==> config.mk <==
export PLATFORM = sky130hd
export DESIGN_NAME = swjf_fifo
export DESIGN_NICKNAME = d
export VERILOG_FILES = /design/src/rtl/core/swjf_fifo.sv
export SDC_FILE = /design/constraint.sdc
export NUM_CORES = 1
export LEC_CHECK = 0
export BUFFER_PORTS_ARGS = -buffer_cell sky130_fd_sc_hd__buf_4
export CAP_MARGIN = 5
export CORE_MARGIN = 2
export CORE_UTILIZATION = 48
export DETAILED_ROUTE_END_ITERATION = 8
export PLACE_DENSITY = 0.76
export SYNTH_ARGS = -nofsm -noshare
export SYNTH_HDL_FRONTEND = slang
export SYNTH_SLANG_ARGS = --single-unit
==> constraint.sdc <==
create_clock -name clk -period 1.75 [get_ports clk]
set_input_delay 0.2625 -clock clk [delete_from_list [all_inputs] [get_ports clk]]
set_output_delay 0.2625 -clock clk [all_outputs]
set_load 0.005 [all_outputs]
==> src/rtl/core/swjf_fifo.sv <==
// Small first-word-fall-through queue.
module swjf_fifo #(
  parameter int WIDTH = 8,
  parameter int DEPTH = 2
) (
  input  logic             clk,
  input  logic             rst,
  input  logic             push,
  input  logic [WIDTH-1:0] push_data,
  output logic             full,
  input  logic             pop,
  output logic [WIDTH-1:0] pop_data,
  output logic             empty
);
  localparam int AW = (DEPTH > 1) ? $clog2(DEPTH) : 1;
  localparam int CW = $clog2(DEPTH + 1);

  logic [WIDTH-1:0] mem [DEPTH];
  logic [AW-1:0]    wp;
  logic [AW-1:0]    rp;
  logic [CW-1:0]    cnt;
  logic             do_push;
  logic             do_pop;

  assign full     = (cnt == CW'(DEPTH));
  assign empty    = (cnt == '0);
  assign pop_data = mem[rp];
  assign do_push  = push && !full;
  assign do_pop   = pop && !empty;

  always_ff @(posedge clk) begin
    if (do_push) begin
      mem[wp] <= push_data;
    end
  end

  always_ff @(posedge clk) begin
    if (rst) begin
      wp  <= '0;
      rp  <= '0;
      cnt <= '0;
    end else begin
      if (do_push) begin
        wp <= (wp == AW'(DEPTH - 1)) ? '0 : wp + 1'b1;
      end
      if (do_pop) begin
        rp <= (rp == AW'(DEPTH - 1)) ? '0 : rp + 1'b1;
      end
      if (do_push && !do_pop) begin
        cnt <= cnt + 1'b1;
      end else if (do_pop && !do_push) begin
        cnt <= cnt - 1'b1;
      end
    end
  end

endmodule

# Word level (Yosys, flattened, before mapping)
# Memory sizes are Yosys's and may differ from the RTL's. A register that Yosys moved wholly into a read port is not among the register bits.
# Index checks and enable logic that the tools add are counted.
[classes]
reduce_logical = 10
div = 0
muxes = 8
addsub = 4
n_mul = 0
n_eq_ne = 1
n_bitwise = 0
n_shift = 0
magnitude_cmp = 0
[ops]
columns = ["operator", "n"]
rows = [
  ["two-way mux 1 bit", 6],
  ["logical AND 1 bit", 4],
  ["logical NOT 1 bit", 4],
  ["two-way mux 2 bit", 2],
  ["adder 1 bit (second input constant)", 2],
  ["adder 2 x 1 -> 2 bit (second input constant)", 1],
  ["== test 2 bit (second input constant)", 1],
  ["logical NOT 2 bit", 1],
  ["nonzero test 2 bit", 1],
  ["subtractor 2 x 1 -> 2 bit (second input constant)", 1],
]
[totals]
register_bits = 4
wordCells = 27
out_inout_bits = 10
latch_bits = 0
ramBits = 16
n_memories = 1
romBits = 0
inputBits = 12
[mem_list]
columns = ["memory", "words", "width", "rd", "rd_clocked_by_memory_dff", "wr", "line", "source"]
rows = [
  ["mem", 2, 8, 1, 1, 1, "18", "logic [WIDTH-1:0] mem [DEPTH];"],
]

# Longest topological paths before layout
[logic_depth]
ltp_word = 7
ltp_mapped = 6
ltp_nobuf = 6

# Least setup slack after synthesis
# Ideal clock, no wire load.
[synth_timing]
path_kind = "flip-flop to flip-flop"
startpoint = "register cnt[0]"
endpoint = "register cnt[1]"
t_required_ns = 1.680
setup_ns = 0.070
n_path_buf = 0
setup_slack_ns = 0.295
t_arrival_ns = 1.386
stages_incl_launch_ff = 5
cell_sequence = "dfxtp_1 -> o21ai_0 -> ha_1 -> or3_1 -> a21oi_1"
[synth_via]
elab_chain_cells = 6
elab_cells_between_ends = 15
classes_between = "add/sub: 2; eq/ne: 1; mux: 2; reduce/logical: 10"
[synth_lines]
columns = ["element", "line", "source"]
rows = [
  ["start: declaration", "21", "logic [CW-1:0] cnt;"],
  ["start signal: assignment", "50", "cnt <= cnt + 1'b1;"],
  ["start signal: assignment", "52", "cnt <= cnt - 1'b1;"],
  ["== test 2 bit or logical NOT 2 bit (tied branches)", "25, 26", ""],
  ["logical NOT 1 bit, on equally long branches", "28, 29", ""],
  ["logical AND 1 bit, on equally long branches", "28, 29", ""],
  ["logical NOT 1 bit, on equally long branches", "51, 49", ""],
  ["logical AND 1 bit, on equally long branches", "51, 49", ""],
  ["nonzero test 2 bit (no source line) or two-way mux 2 bit (tied branches)", "-", ""],
]
# Several ways; a longest one is shown, not always the timed one. The select of a mux whose other input is x is not followed.
# A chain may end at the register's enable or synchronous reset.

==> impl_metrics.tcl <==
set metrics [dict create \
    core_um2 1520 \
    power.leakage_nw 0.399 \
    stdcell_area_um2 993 \
    area_growth_pct 25.2 \
    synth_top_cell_by_area "edfxtp_1" \
    gp_congestion 0.692 \
    dpl-instance-area_um2 966 \
    yosysMostFrequentCell "edfxtp_1" \
    synthTopCellsByArea "edfxtp_1 (61%), dfxtp_1 (13%), mux2_2 (11%)" \
    drc 0 \
    ctsLongestPathBuffers 2 \
    hold_violations 0 \
    dpl.hpwl_um 824 \
    routed_wl_um 1130 \
    power_mw 1.33 \
    fin_crit_ps 1630 \
    antenna_cells 0 \
    die_w_um 44.7 \
    ctsRootBufferMaster "clkbuf_4" \
    postSynthAreaPerCell_um2 15.9 \
    rsz0062_at_grt "false" \
    final_util_pct 65.2 \
    fin_tns_setup_ps 0 \
    netlist.area_leader.share_pct 60.6 \
    ys_ff_latch 21 \
    row_count 14 \
    tightest_slew_ps 363 \
    grt_pass1_wl_um 1900 \
    hold_ws_ps 144 \
    final_nets 88 \
    antenna_found_initial 0 \
    clk_pin_slew_ps 110 \
    dr.pass1.iters 2 \
    path_delay_family "flip-flops" \
    initial_utilization_pct 52.1 \
    die_y_um 44.7 \
    grt_remaining_overflow 0 \
    syn_inst 50 \
    grt_max_degree 13 \
    min_to "mem[0][3]$_DFFE_PP_" \
    p_per_area_nw_per_um2 1340 \
    clock_sinks 21 \
    min_period_over_period_pct 93.0 \
    crit_arrival_ps 1370 \
    synth_area_um2 793 \
    slowest_delay_ps 550 \
    n_fill_cell 127 \
    slew_headroom_pct 75.8 \
    crit_slowest_cell "dfxtp_1" \
    setup_viol 0 \
    drt_iter0_drc 1 \
    grt_usage_pct 14.5 \
    slew_viol_final 0 \
    hold_path.startpoint "push_data[3]" \
    worstPathMaxFanout 8 \
    synth-edff-count 16 \
    design.die.area_um2 1990 \
    vdd_drop_max_uv 860 \
    drive_gt1_share_pct 45.9 \
    crit_required_ps 1490 \
    synth_nets 63 \
    ys.flop_type "edfxtp_1" \
    h-tree-depth 1 \
    rr_endpoint "cnt[1]$_SDFFE_PP0P_" \
    clk_latency_ps 290 \
    cts_tree "built" \
    grt_pass1_vias 480 \
    ys_types 13 \
    end_kind "primary output" \
    ff2ff_path_depth 4 \
    wl_per_cell_um 12.5 \
    routed_via_density 5.18 \
    ios 22 \
    status "finished, final reports clean" \
    regToRegStartpoint "cnt[0]$_SDFFE_PP0P_" \
    hold_depth 1 \
    fin_skew_ps 0.775 \
    crit_type "register to primary output" \
    cts_setup_buffers 0 \
    critPathBufInv 1 \
    crit_path_cell_trace "mux2_2 > buf_4" \
    regToRegSetupSlack_ps 180 \
    num_vias 466 \
    cts-buffers-inserted 3 \
    hold_buffers 0 \
    cap_violations 0 \
    ys_top_cells_by_count "edfxtp_1 (16), mux2_2 (8), dfxtp_1 (5), nor2_1 (5)" \
    seq_area_frac_synth_pct 73.2 \
    cp_num_cells 2 \
    cp-start-kind "register" \
    synth_warnings 0 \
    holdCritPathClass "input port to register" \
    async_flop_share_pct 0 \
    drtAntennaViolNets 0 \
    portBuffers 21 \
    cts_resized 0 \
    max_freq_mhz 614 \
]
[how the worst max path moves through the flow]
stage | startpoint | slack, ps | to
after global routing | register | 30 | pop_data[7]
after global placement | cnt[0]$_SDFFE_PP0P_ | 260 | cnt[1]$_SDFFE_PP0P_
after detailed placement | cnt[0]$_SDFFE_PP0P_ | 200 | cnt[1]$_SDFFE_PP0P_
final | register | 120 | pop_data[3]
after CTS | register | 90 | pop_data[3]
after floorplan | cnt[0]$_SDFFE_PP0P_ | 290 | cnt[1]$_SDFFE_PP0P_
[cell families after synthesis]
family | count (synthesis) | share of synthesized area [%]
buffers and inverters | 3 | 1.58
flip-flops | 21 | 73.2
XOR/XNOR | 3 | 3.31
adder cells (fa/ha/maj) | 1 | 1.58
AO/OA/AOI/OAI | 5 | 3.15
multiplexers | 8 | 11.4
AND/OR/NAND/NOR | 9 | 5.84
[final cells by class]
class	count	area, µm²	share of cell area (%)
Clock buffer	3	22.5	2.27
Clock inverter	1	5.00	0.504
Inverter	2	7.51	0.756
Multi-Input combinational cell	26	200	20.2
Timing Repair Buffer	21	158	15.9
Sequential cell	21	581	58.4
Tap cell	16	20.0	2.02
[sequential cells by signal, indices dropped and copies added, names as in the netlist, named ones only]
name,cells
wp,1
mem,16
rp,1
cnt,2
[report_power, final]
group	internal, mW	switching (mW)	leakage [nW]
clock network	0.0850	0.136	0.0177
logic	0.243	0.163	0.190
registers	0.636	0.0663	0.191
total	0.964	0.365	0.399
[through the flow]
step	cells	setup WS [ps]
finish	90	122
global route	90	29.0
CTS	90	85.6
detailed placement	86	204
global placement	86	256
floorplan	50	295
[metal layers]
| layer | track usage (%) | wire (µm) | vias up |
|---|---|---|---|
| met4 | 12.7 | 15 | 0 |
| met2 | 23.5 | 599 | 11 |
| met3 | 4.90 | 50 | 2 |
| met5 | 0 | 0 | - |
| li1 | - | - | 230 |
| met1 | 14.6 | 461 | 223 |
[cell usage in the layout (no fill, tap or decap)]
cell type  instances
buf_4             21
edfxtp_1          16
mux2_2             8
nor2_1             5
dfxtp_1            5
o21ai_0            3
xor2_1             3
clkbuf_4           3
inv_1              2
or3_1              2
a21oi_1            2
nor2b_2            1
and2_1             1
ha_1               1
clkinv_2           1
Note: power is estimated with default switching activity, not from simulation.
