`src/rtl/core/swjf_pkg.sv`:
```
// Shared types and constants of the sliding window jet finder.
package swjf_pkg;

  localparam int PHI_GRID_DEF = 72;
  localparam int ETA_GRID_DEF = 18;
  localparam int WIN_PHI_DEF  = 9;
  localparam int WIN_ETA_DEF  = 9;
  localparam int PT_WIDTH_DEF = 16;

  localparam int TOWER_W    = 16;
  localparam int CFG_IDX_W  = 2;
  localparam int CFG_DATA_W = 16;
  localparam int QUEUE_DEPTH = 2;

  localparam logic signed [7:0] RESTART_PHASE = -8'sd2;

  typedef enum logic [CFG_IDX_W-1:0] {
    REG_SEED_MIN     = 2'd0,
    REG_PHASE_PERIOD = 2'd1
  } cfg_reg_t;

  // Control part of one slice command from front to back.
  typedef struct packed {
    logic              restart;
    logic signed [7:0] phase;
  } cmd_ctl_t;

  typedef struct packed {
    logic [15:0] jet_pt;
    logic [6:0]  jet_phi;
    logic [4:0]  jet_eta;
    logic        last_jet;
  } res_t;

endpackage

```
`src/rtl/core/swjf_front.sv`:
```
// Front end: assembles towers into slices, runs the phase counter.
module swjf_front #(
  parameter int ETA_GRID = swjf_pkg::ETA_GRID_DEF
) (
  input  logic                                 clk,
  input  logic                                 rst,
  input  logic                                 push,
  input  logic                                 req_type,
  input  logic [swjf_pkg::TOWER_W-1:0]         tower_pt,
  input  logic                                 last_in_slice,
  output logic                                 full,
  input  logic [6:0]                           phase_period,
  output logic                                 cq_push,
  output swjf_pkg::cmd_ctl_t                   cq_ctl,
  output logic [ETA_GRID*swjf_pkg::TOWER_W-1:0] cq_row,
  input  logic                                 cq_full
);
  import swjf_pkg::*;

  localparam int EW = $clog2(ETA_GRID);
  localparam int PW = $clog2(ETA_GRID + 1);

  logic [TOWER_W-1:0] incoming_row [ETA_GRID];
  logic [TOWER_W-1:0] row_next     [ETA_GRID];
  logic [PW-1:0]      eta_position;
  logic signed [7:0]  phase_count;
  logic signed [7:0]  phase_next;
  logic               accept;
  logic               pos_ok;

  assign full   = cq_full;
  assign accept = push && !cq_full;
  assign pos_ok = (eta_position < PW'(ETA_GRID));

  always_comb begin
    row_next = incoming_row;
    if (pos_ok) begin
      row_next[eta_position[EW-1:0]] = tower_pt;
    end
    if (int'(phase_count) == int'(phase_period) - 1) begin
      phase_next = '0;
    end else begin
      phase_next = phase_count + 8'sd1;
    end
  end

  always_comb begin
    for (int i = 0; i < ETA_GRID; i++) begin
      cq_row[i*TOWER_W +: TOWER_W] = row_next[i];
    end
    cq_ctl.restart = req_type;
    cq_ctl.phase   = req_type ? RESTART_PHASE : phase_next;
    cq_push        = accept && (req_type || last_in_slice);
  end

  always_ff @(posedge clk) begin
    if (rst) begin
      eta_position <= '0;
      phase_count  <= '0;
      for (int i = 0; i < ETA_GRID; i++) begin
        incoming_row[i] <= '0;
      end
    end else if (accept) begin
      if (req_type || last_in_slice) begin
        eta_position <= '0;
        phase_count  <= req_type ? RESTART_PHASE : phase_next;
        for (int i = 0; i < ETA_GRID; i++) begin
          incoming_row[i] <= '0;
        end
      end else begin
        incoming_row <= row_next;
        if (pos_ok) begin
          eta_position <= eta_position + 1'b1;
        end
      end
    end
  end

endmodule

```
`config.mk`:
```
export PLATFORM = sky130hd
export DESIGN_NAME = swjf_front
export DESIGN_NICKNAME = d
export VERILOG_FILES = /design/src/rtl/core/swjf_pkg.sv /design/src/rtl/core/swjf_front.sv
export SDC_FILE = /design/constraint.sdc
export NUM_CORES = 1
export LEC_CHECK = 0
export ABC_AREA = 1
export BUFFER_PORTS_ARGS = -buffer_cell sky130_fd_sc_hd__buf_2
export CAP_MARGIN = 20
export CORE_ASPECT_RATIO = 0.75
export CORE_UTILIZATION = 25
export DETAILED_ROUTE_END_ITERATION = 10
export SLEW_MARGIN = 20
export SYNTH_ARGS = -nofsm -noshare
export SYNTH_HDL_FRONTEND = slang
export SYNTH_SLANG_ARGS = --single-unit
```
`constraint.sdc`:
```
create_clock -name clk -period 2.4 [get_ports clk]
set_input_delay 0.6 -clock clk [delete_from_list [all_inputs] [get_ports clk]]
set_output_delay 0.6 -clock clk [all_outputs]
set_load 0.01 [all_outputs]
```
# --- Yosys cells after proc, flatten, opt, wreduce, memory -nomap -nowiden ---
# Index checks and enable logic that the tools add are counted.
totals:
  word_cells: 45
  output_inout_bits: 299
  register_bits: 301
op_classes:
  reduce_logical: 8
  magnitude_cmp: 3
  n_addsub: 3
  n_bitwise: 1
  mux: 9
  eq_ne: 1
op_table:
  columns: ["cell", "n"]
  rows:
  - ["2-to-1 mux 288 bit", 2]
  - ["bitwise mux 288 bit", 1]
  - ["demux 16 bit (select 5 bit)", 1]
  - ["2-to-1 mux 16 bit", 1]
  - ["2-to-1 mux 8 bit", 2]
  - ["2-to-1 mux 5 bit", 2]
  - ["adder 8 x 2 -> 8 bit (second input constant)", 1]
  - ["== test 8 bit", 1]
  - ["subtractor 7 x 1 -> 8 bit (second input constant)", 1]
  - ["greater-or-equal comparator 6 bit (second input constant)", 1]
  - ["less-than comparator 6 x 1 -> 1 bit (second input constant)", 1]
  - ["inverter 5 -> 6 bit", 1]
  - ["adder 5 x 1 -> 5 bit (second input constant)", 1]
  - ["less-than comparator 5 bit (second input constant)", 1]
  - ["AND reduction 2 bit", 2]
  - ["logical AND 1 bit", 3]
  - ["nonzero test 2 bit", 1]
  - ["logical NOT 1 bit", 1]
  - ["logical OR 1 bit", 1]

# --- Logic depth before layout (Yosys ltp) ---
# Gate-level depths: netlist of run 1.
depth:
  ltp_word: 8
  mapped_depth: 12

# --- Least setup slack after synthesis of run 1 ---
# OpenSTA, ideal clock, no wires.
synth_path:
  kind: "input port to output port"
  start: "in phase_period[0]"
  end: "out cq_ctl[1] in the netlist's numbering"
  stages: 10
  arrival_ns: 1.681
  n_path_buf: 0
  t_required_ns: 1.800
  setup_slack_ns: 0.119
  cell_sequence: "inv_1 ha_1 nand2_1 inv_1 nor2_1 nand2_1 nor2_1 nand3_1 o21ai_0 nand2_1"
synth_rtl:
  columns: ["item", "line", "source"]
  rows:
  - ["start, declared", "swjf_front.sv:12", "input logic [6:0] phase_period,"]
  - ["end, declared", "swjf_front.sv:14", "output swjf_pkg::cmd_ctl_t cq_ctl,"]

# --- Final worst setup path of run 1 ---
layout_path:
  start: "reg eta_position[1]"
  end: "out cq_row[280] in the netlist's numbering"
layout_between:
  elab_chain_len: 7
  word_cells_on_any_way: 9
  cone_classes: "order compare: 3; mux: 4; bitwise: 1; reduce/logical: 1"
layout_rtl:
  columns: ["item", "line", "source"]
  rows:
  - ["start, declared", "swjf_front.sv:25", "logic [PW-1:0] eta_position;"]
  - ["start signal, assigned", "swjf_front.sv:73", "eta_position <= eta_position + 1'b1;"]
  - ["inverter 5 -> 6 bit (implied by the code)", "swjf_front.sv:38", "row_next[eta_position[EW-1:0]] = tower_pt;"]
  - ["greater-or-equal comparator 6 bit (implied by the code) or less-than comparator 6 x 1 -> 1 bit (tied branches)", "swjf_front.sv:38", null]
  - ["logical AND 1 bit (implied by the code)", "swjf_front.sv:38", null]
  - ["2-to-1 mux 16 bit (implied by the code)", "swjf_front.sv:38", null]
  - ["demux 16 bit (select 5 bit)", "swjf_front.sv:38", null]
  - ["bitwise mux 288 bit", "swjf_front.sv:38", null]
  - ["2-to-1 mux 288 bit *", "swjf_front.sv:37", "if (pos_ok) begin"]
  - ["end, declared", "swjf_front.sv:15", "output logic [ETA_GRID*swjf_pkg::TOWER_W-1:0] cq_row,"]
# Mark *: on every way between the ends. The rest lies on a longest branch, timed or not.

==> results.yml, run 1 <==
cts:
  clk_path_buf_depth: 3
  cts_buffers: 35
  cts_sinks: 301
  postCtsHoldBufs: 0
  htreeDepth: 2
  clkLatencyLatePin_ns: 0.53
  cts_tree: "built"
  clkSlewWorstSetupHoldPaths_ns: 0.06
  clockRootBuffer: "clkbuf_16"
placement:
  dp_slack_ns: -0.276
  place_hpwl_um: 33700
  numPortBuffers: 327
  gp_congestion: 0.820
worst_setup_path:
  slowest_stage: "dfxtp_4"
  crit_fanout: 7
  cpMostUsedCell: "nand2_2"
  critical_path.cell_chain: "inv_4 > ha_4 > nand2_2 > nor2_4 > buf_12 > clkbuf_16 > nand2_2 > o21a_1 > buf_2"
  cp-start-kind: "flop"
  cp.required_ns: 1.80
  r2r_cells: 12
  max_stage_delay_ns: 0.37
  rrSetupSlack_ns: 0.61
  end_kind: "output pin"
  r2r_end: "incoming_row[6]"
  path_class: "flop to output pin"
  cp.arrival_ns: 2.00
  r2r-start: "eta_position[1]"
job:
  drv_cap: 0
sta:
  rsz0062_at_grt: "yes"
  fmaxAchievable_ghz: 0.384
  max-slew-margin-rel_pct: 25.2
  min_period_ns: 2.60
  period_share_pct: 108
  clock_skew_ns: 0.0106
  tightest_slew_ns: 1.12
  setup_viol: 296
  fin_ws_ns: -0.204
  slew_violations: 0
  finalHoldViolCount: 0
global_route:
  grt_pass1_wl_um: 81300
  grt_overflow: 0
  antenna_found_initial: 0
  grt_pass1_vias: 13300
  grt_max_degree: 161
  grt_usage_pct: 17.7
synth:
  syn_avg_cell_area_um2: 6.90
  syn-instance-count: 2128
  synth.top_cell.area_share_pct: 41.1
  yosys_warnings: 0
  ys_ff_latch: 301
  syn_area_mm2: 0.0147
  synth_largest_area_cell: "dfxtp_1"
  syn_nets: 2163
  seq_area_frac_synth_pct: 41.1
  ys_types: 27
  synthTopCellsByArea: "dfxtp_1 41%, nand2_1 24%, a21oi_1 9.9%"
finish:
  nets: 2492
  final_util_pct: 37.9
  drive_gt1_share_pct: 37.1
  synthToLayoutAreaGrowth_pct: 49.2
  num_antenna_cells: 0
detailed_routing:
  ant_nets: 0
  vias: 15300
  drc: 0
  wl_um: 57400
  avgViaCountPerCell: 4.69
  dr.pass1.iters: 5
  drt_iter0_markers: 1209
  wl_per_cell_um: 17.6
pwr:
  ir_drop_v: 0.000338
  p_leak_nw: 8.28
  power_density_mw_per_mm2: 535
  p_total_mw: 11.7
worst_hold_path:
  hp-start: "rst"
  min_path_type: "input port to flop"
  hold_depth: 2
  min_to: "incoming_row[264]"
outcome:
  run_status: "complete, but fails checks"
  violations: "negative setup slack"
floorplan:
  io_pins: 328
  start_util_pct: 25.4
  die_w_um: 282
  core_area_mm2: 0.0577
  die_area_mm2: 0.0597
  std_cell_rows: 76
  fp.dieH_um: 212
## area by class of cell
class | count | area (um^2)
clock inverters | 11 | 190
fillers | 5903 | 35800
repair buffers | 462 | 4260
clock buffers | 51 | 1040
multi-input cells | 1609 | 9160
inverters | 48 | 208
well taps | 780 | 976
flip-flops and latches | 301 | 6060
## worst max-delay path: cells and delay by family (launching register included)
| family | cells | cell delay (ns) |
|---|---|---|
| buffers and inverters | 4 | 0.53 |
| adders and majority gates | 1 | 0.19 |
| AOI/OAI and AO/OA | 1 | 0.13 |
| and+or+nand+nor | 3 | 0.23 |
| DFF | 1 | 0.37 |
## registers in the layout, summed over array words and instances (netlist names)
| signal | cells |
|---|---|
| incoming_row | 288 |
| phase_count | 8 |
| eta_position | 5 |
## placed cells by master, fill, tap and decap left out, types with 10 or more instances in the layout
master	n
inv_1	25
o21ai_1	34
inv_2	10
nand2_4	21
nor2_1	20
buf_2	223
nand2_2	94
nand2_1	831
o21ai_2	147
clkbuf_16	50
dfxtp_1	290
buf_4	72
buf_12	47
a21oi_1	291
o21ai_4	82
o21a_1	32
buf_6	95
## metrics by stage
step	instance area [um^2]	instances	hold WS (ns)	setup TNS (ns)
2_1_floorplan	14700	2128	0.444	0
3_3_place_gp	17500	3142	0.452	-2.31
3_5_place_dp	17500	3142	0.455	-2.03
4_1_cts	20200	3233	0.364	-53.54
5_1_grt	21900	3262	0.383	-66.12
6_report	21900	3262	0.397	-35.35
## logic make-up after synthesis
family	Yosys count	synth area share (%)
AO/OA/AOI/OAI	590	24.7
XOR/XNOR	10	0.597
adder cells (fa/ha/maj)	6	0.512
buffers and inverters	218	6.88
flip-flops	301	41.1
AND/OR/NAND/NOR	1003	26.2
## Yosys cell counts, drive strengths merged
library cell	n
xnor2	2
dfxtp	301
o21a	33
ha	6
nand3	11
o21ai	266
nor3	9
xor2	8
nand2	952
inv	48
a21oi	291
nor2	30
nand4	1
clkbuf	72
buf	98
## how the worst max path moves through the flow
| stage | start | endpoint | slack (ns) | depth (start not counted) |
|---|---|---|---|---|
| floorplan | phase_period[0] | cq_ctl[1] | 0.12 | 10 |
| global placement | phase_period[0] | cq_ctl[4] | -0.31 | 12 |
| detailed placement | phase_period[0] | cq_ctl[4] | -0.28 | 12 |
| CTS | eta_position[3] | cq_row[281] | -0.25 | 10 |
| global route | eta_position[3] | cq_row[260] | -0.30 | 10 |
| finish | eta_position[1] | cq_row[280] | -0.20 | 9 |
## power by group
part           internal [mW]  switching (mW)
Clock                   3.55            2.23
Combinational          0.250           0.657
Sequential              5.00          0.0148
Total                   8.80            2.90
## what timing repair did
action,in CTS,in global routing
resized for setup,264,307
pin swaps,26,30
endpoints found under the setup margin,296,296
cloned,8,16
hold endpoints to repair,0,0
setup buffers,21,15
## routing by layer
metal | track usage [%] | routed length [um] | vias up
met5 | 0 | 0 | -
met4 | 4.57 | 1440 | 0
met3 | 3.95 | 3790 | 85
met2 | 28.7 | 26600 | 405
met1 | 23.6 | 25500 | 7194
li1 | - | - | 7603
Power figures use the tool's default switching activity.
==> run 2: changes to the inputs <==
==> constraint.sdc (replaced) <==
create_clock -name clk -period 2.4 [get_ports clk]
set_input_delay 0.12 -clock clk [delete_from_list [all_inputs] [get_ports clk]]
set_output_delay 0.12 -clock clk [all_outputs]
set_load 0.01 [all_outputs]
==> run 2 against run 1 <==
The flow now finishes without violations. Cell area down 15%. Count of clock-buffer cells in the layout is 3 lower. Routed wire length is 6.9% lower. Largest power group unchanged. Worst hold slack lost 0.18 ns. Cell count is 2.1% lower. Non-clock buffer count decreased by 67. Fmax rose by 16%.
==> results.yml, run 2 (same netlist as run 1, synthesis figures left out) <==
cts:
  cts_tree: "built"
  cts_buffers: 35
  clkSlewWorstSetupHoldPaths_ns: 0.06
  clockRootBuffer: "clkbuf_16"
  clkLatencyLatePin_ns: 0.54
  clk_path_buf_depth: 3
  htreeDepth: 2
  post_cts_buffers: 0
  cts_sinks: 301
global_route:
  grt_max_degree: 116
  grt_usage_pct: 17.3
  antenna_found_initial: 0
  grt_overflow: 0
  grt_pass1_wl_um: 78700
  grt_pass1_vias: 12600
floorplan:
  fp.dieH_um: 212
  std_cell_rows: 76
  die_area_mm2: 0.0597
  io_pins: 328
  start_util_pct: 25.4
  core_area_mm2: 0.0577
  die_w_um: 282
sta:
  fmaxAchievable_ghz: 0.447
  finalSetupTns_ns: 0
  rsz0062_at_grt: "yes"
  finalHoldViolCount: 0
  clock_skew_ns: 0.0153
  slew_violations: 0
  tightest_slew_ns: 0.908
  period_share_pct: 93.2
  setup_viol: 0
  max-slew-margin-rel_pct: 39.1
  min_period_ns: 2.24
pwr:
  power.share.sequential_pct: 43.7
  power_density_mw_per_mm2: 618
  p_switching_mw: 2.85
  switching_share_pct: 24.8
  p_leak_nw: 7.25
  p_comb_share_pct: 6.7
  ir_drop_v: 0.000325
  clkPwrFrac_pct: 49.6
  internal_power_mw: 8.65
finish:
  final_cell_mix: "950 x nand2_1, 326 x buf_2, 296 x dfxtp_1"
  final_util_pct: 32.2
  synthToLayoutAreaGrowth_pct: 26.7
  largest_reg_flops: 288
  final_cells: 3192
  filler_cell_count: 6206
  final_common_cell: "nand2_1"
  regMostFlops: "incoming_row"
  drive_gt1_share_pct: 26.3
  num_antenna_cells: 0
  nets: 2425
  largestRegisters: "incoming_row x288, phase_count x8, eta_position x5"
worst_setup_path:
  max_stage_delay_ns: 0.34
  crit_fanout: 32
  critical_path.cell_chain: "inv_2 > nand3_1 > nand2_1 > nand2_1 > nor2_4 > buf_8 > nand2_1 > o21a_1 > buf_2"
  slowest_stage: "dfxtp_2"
  cpMostUsedCell: "nand2_1"
  crit_cells: 9
  r2r-start: "eta_position[1]"
  crit_family: "simple AND/OR/NAND/NOR gates"
  path_buf_inv: 3
  r2r_cells: 8
  cp.required_ns: 2.28
  critical_path.startpoint: "eta_position[3]"
  cp-start-kind: "flop"
  rrSetupSlack_ns: 0.58
  end_kind: "output pin"
  path_class: "flop to output pin"
  cp.arrival_ns: 2.12
detailed_routing:
  vias: 14600
  wl_um: 53500
  drt_iter0_markers: 1336
  wl_per_cell_um: 16.7
  dr.pass1.iters: 5
  drc: 0
  ant_nets: 0
  avgViaCountPerCell: 4.58
worst_hold_path:
  hold_depth: 7
  hp-start: "cq_full"
  min_path_type: "input port to flop"
job:
  drv_cap: 0
outcome:
  run_status: "finished clean"
placement:
  dp_cells: 3126
  numPortBuffers: 327
  gp_congestion: 0.856
  place_hpwl_um: 34700
-- run 2: layer usage --
metal,track usage [%],wire [um]
met1,23.6,24600
met2,26.7,23900
met5,0,0
met4,5.51,1280
met3,4.18,3720
-- run 2: final cells by class --
cell class | count | area (um^2) | share of cell area, %
clock buffers | 48 | 996 | 5.36
clock inverters | 11 | 203 | 1.09
inverters | 48 | 188 | 1.01
multi-input cells | 1609 | 7690 | 41.4
flip-flops and latches | 301 | 6030 | 32.4
well taps | 780 | 976 | 5.25
repair buffers | 395 | 2500 | 13.5
-- run 2: worst min-delay path: cells and delay by family --
kind            cells  cell delay [ns]
buf+inv             2             0.26
compound gates      1             0.05
simple gates        4             0.26
-- run 2: path summary, 6_finish.rpt --
check	to
min reg2reg	incoming_row[272]
max reg2reg	eta_position[0]
min	eta_position[1]
max	cq_row[270]
-- run 2: power groups by stage --
stage,clock network (mW),logic (mW),registers (mW)
after floorplan,0,0.393,5.13
after global placement,0,0.755,5.13
after detailed placement,0,0.754,5.13
after CTS,5.88,0.763,5.02
after global routing,6.08,0.820,5.02
final,5.70,0.766,5.02
-- run 2: stage by stage --
stage               instance area [um^2]  setup slack, ns  hold WS, ns  total power [mW]
floorplan                          14700            0.895        0.281              5.52
global placement                   17200            0.360        0.444              5.89
detailed placement                 17200            0.368        0.443              5.89
CTS                                18500          0.00694        0.171              11.7
global route                       18600         -0.00596        0.221              11.9
finish                             18600            0.164        0.219              11.5
-- run 2: what timing repair did --
action,in CTS,in global routing
hold buffers,5,0
gates cloned,0,1
endpoints found under the setup margin,49,212
gates resized for setup,15,34
hold endpoints to repair,11,0
pin swaps,0,1
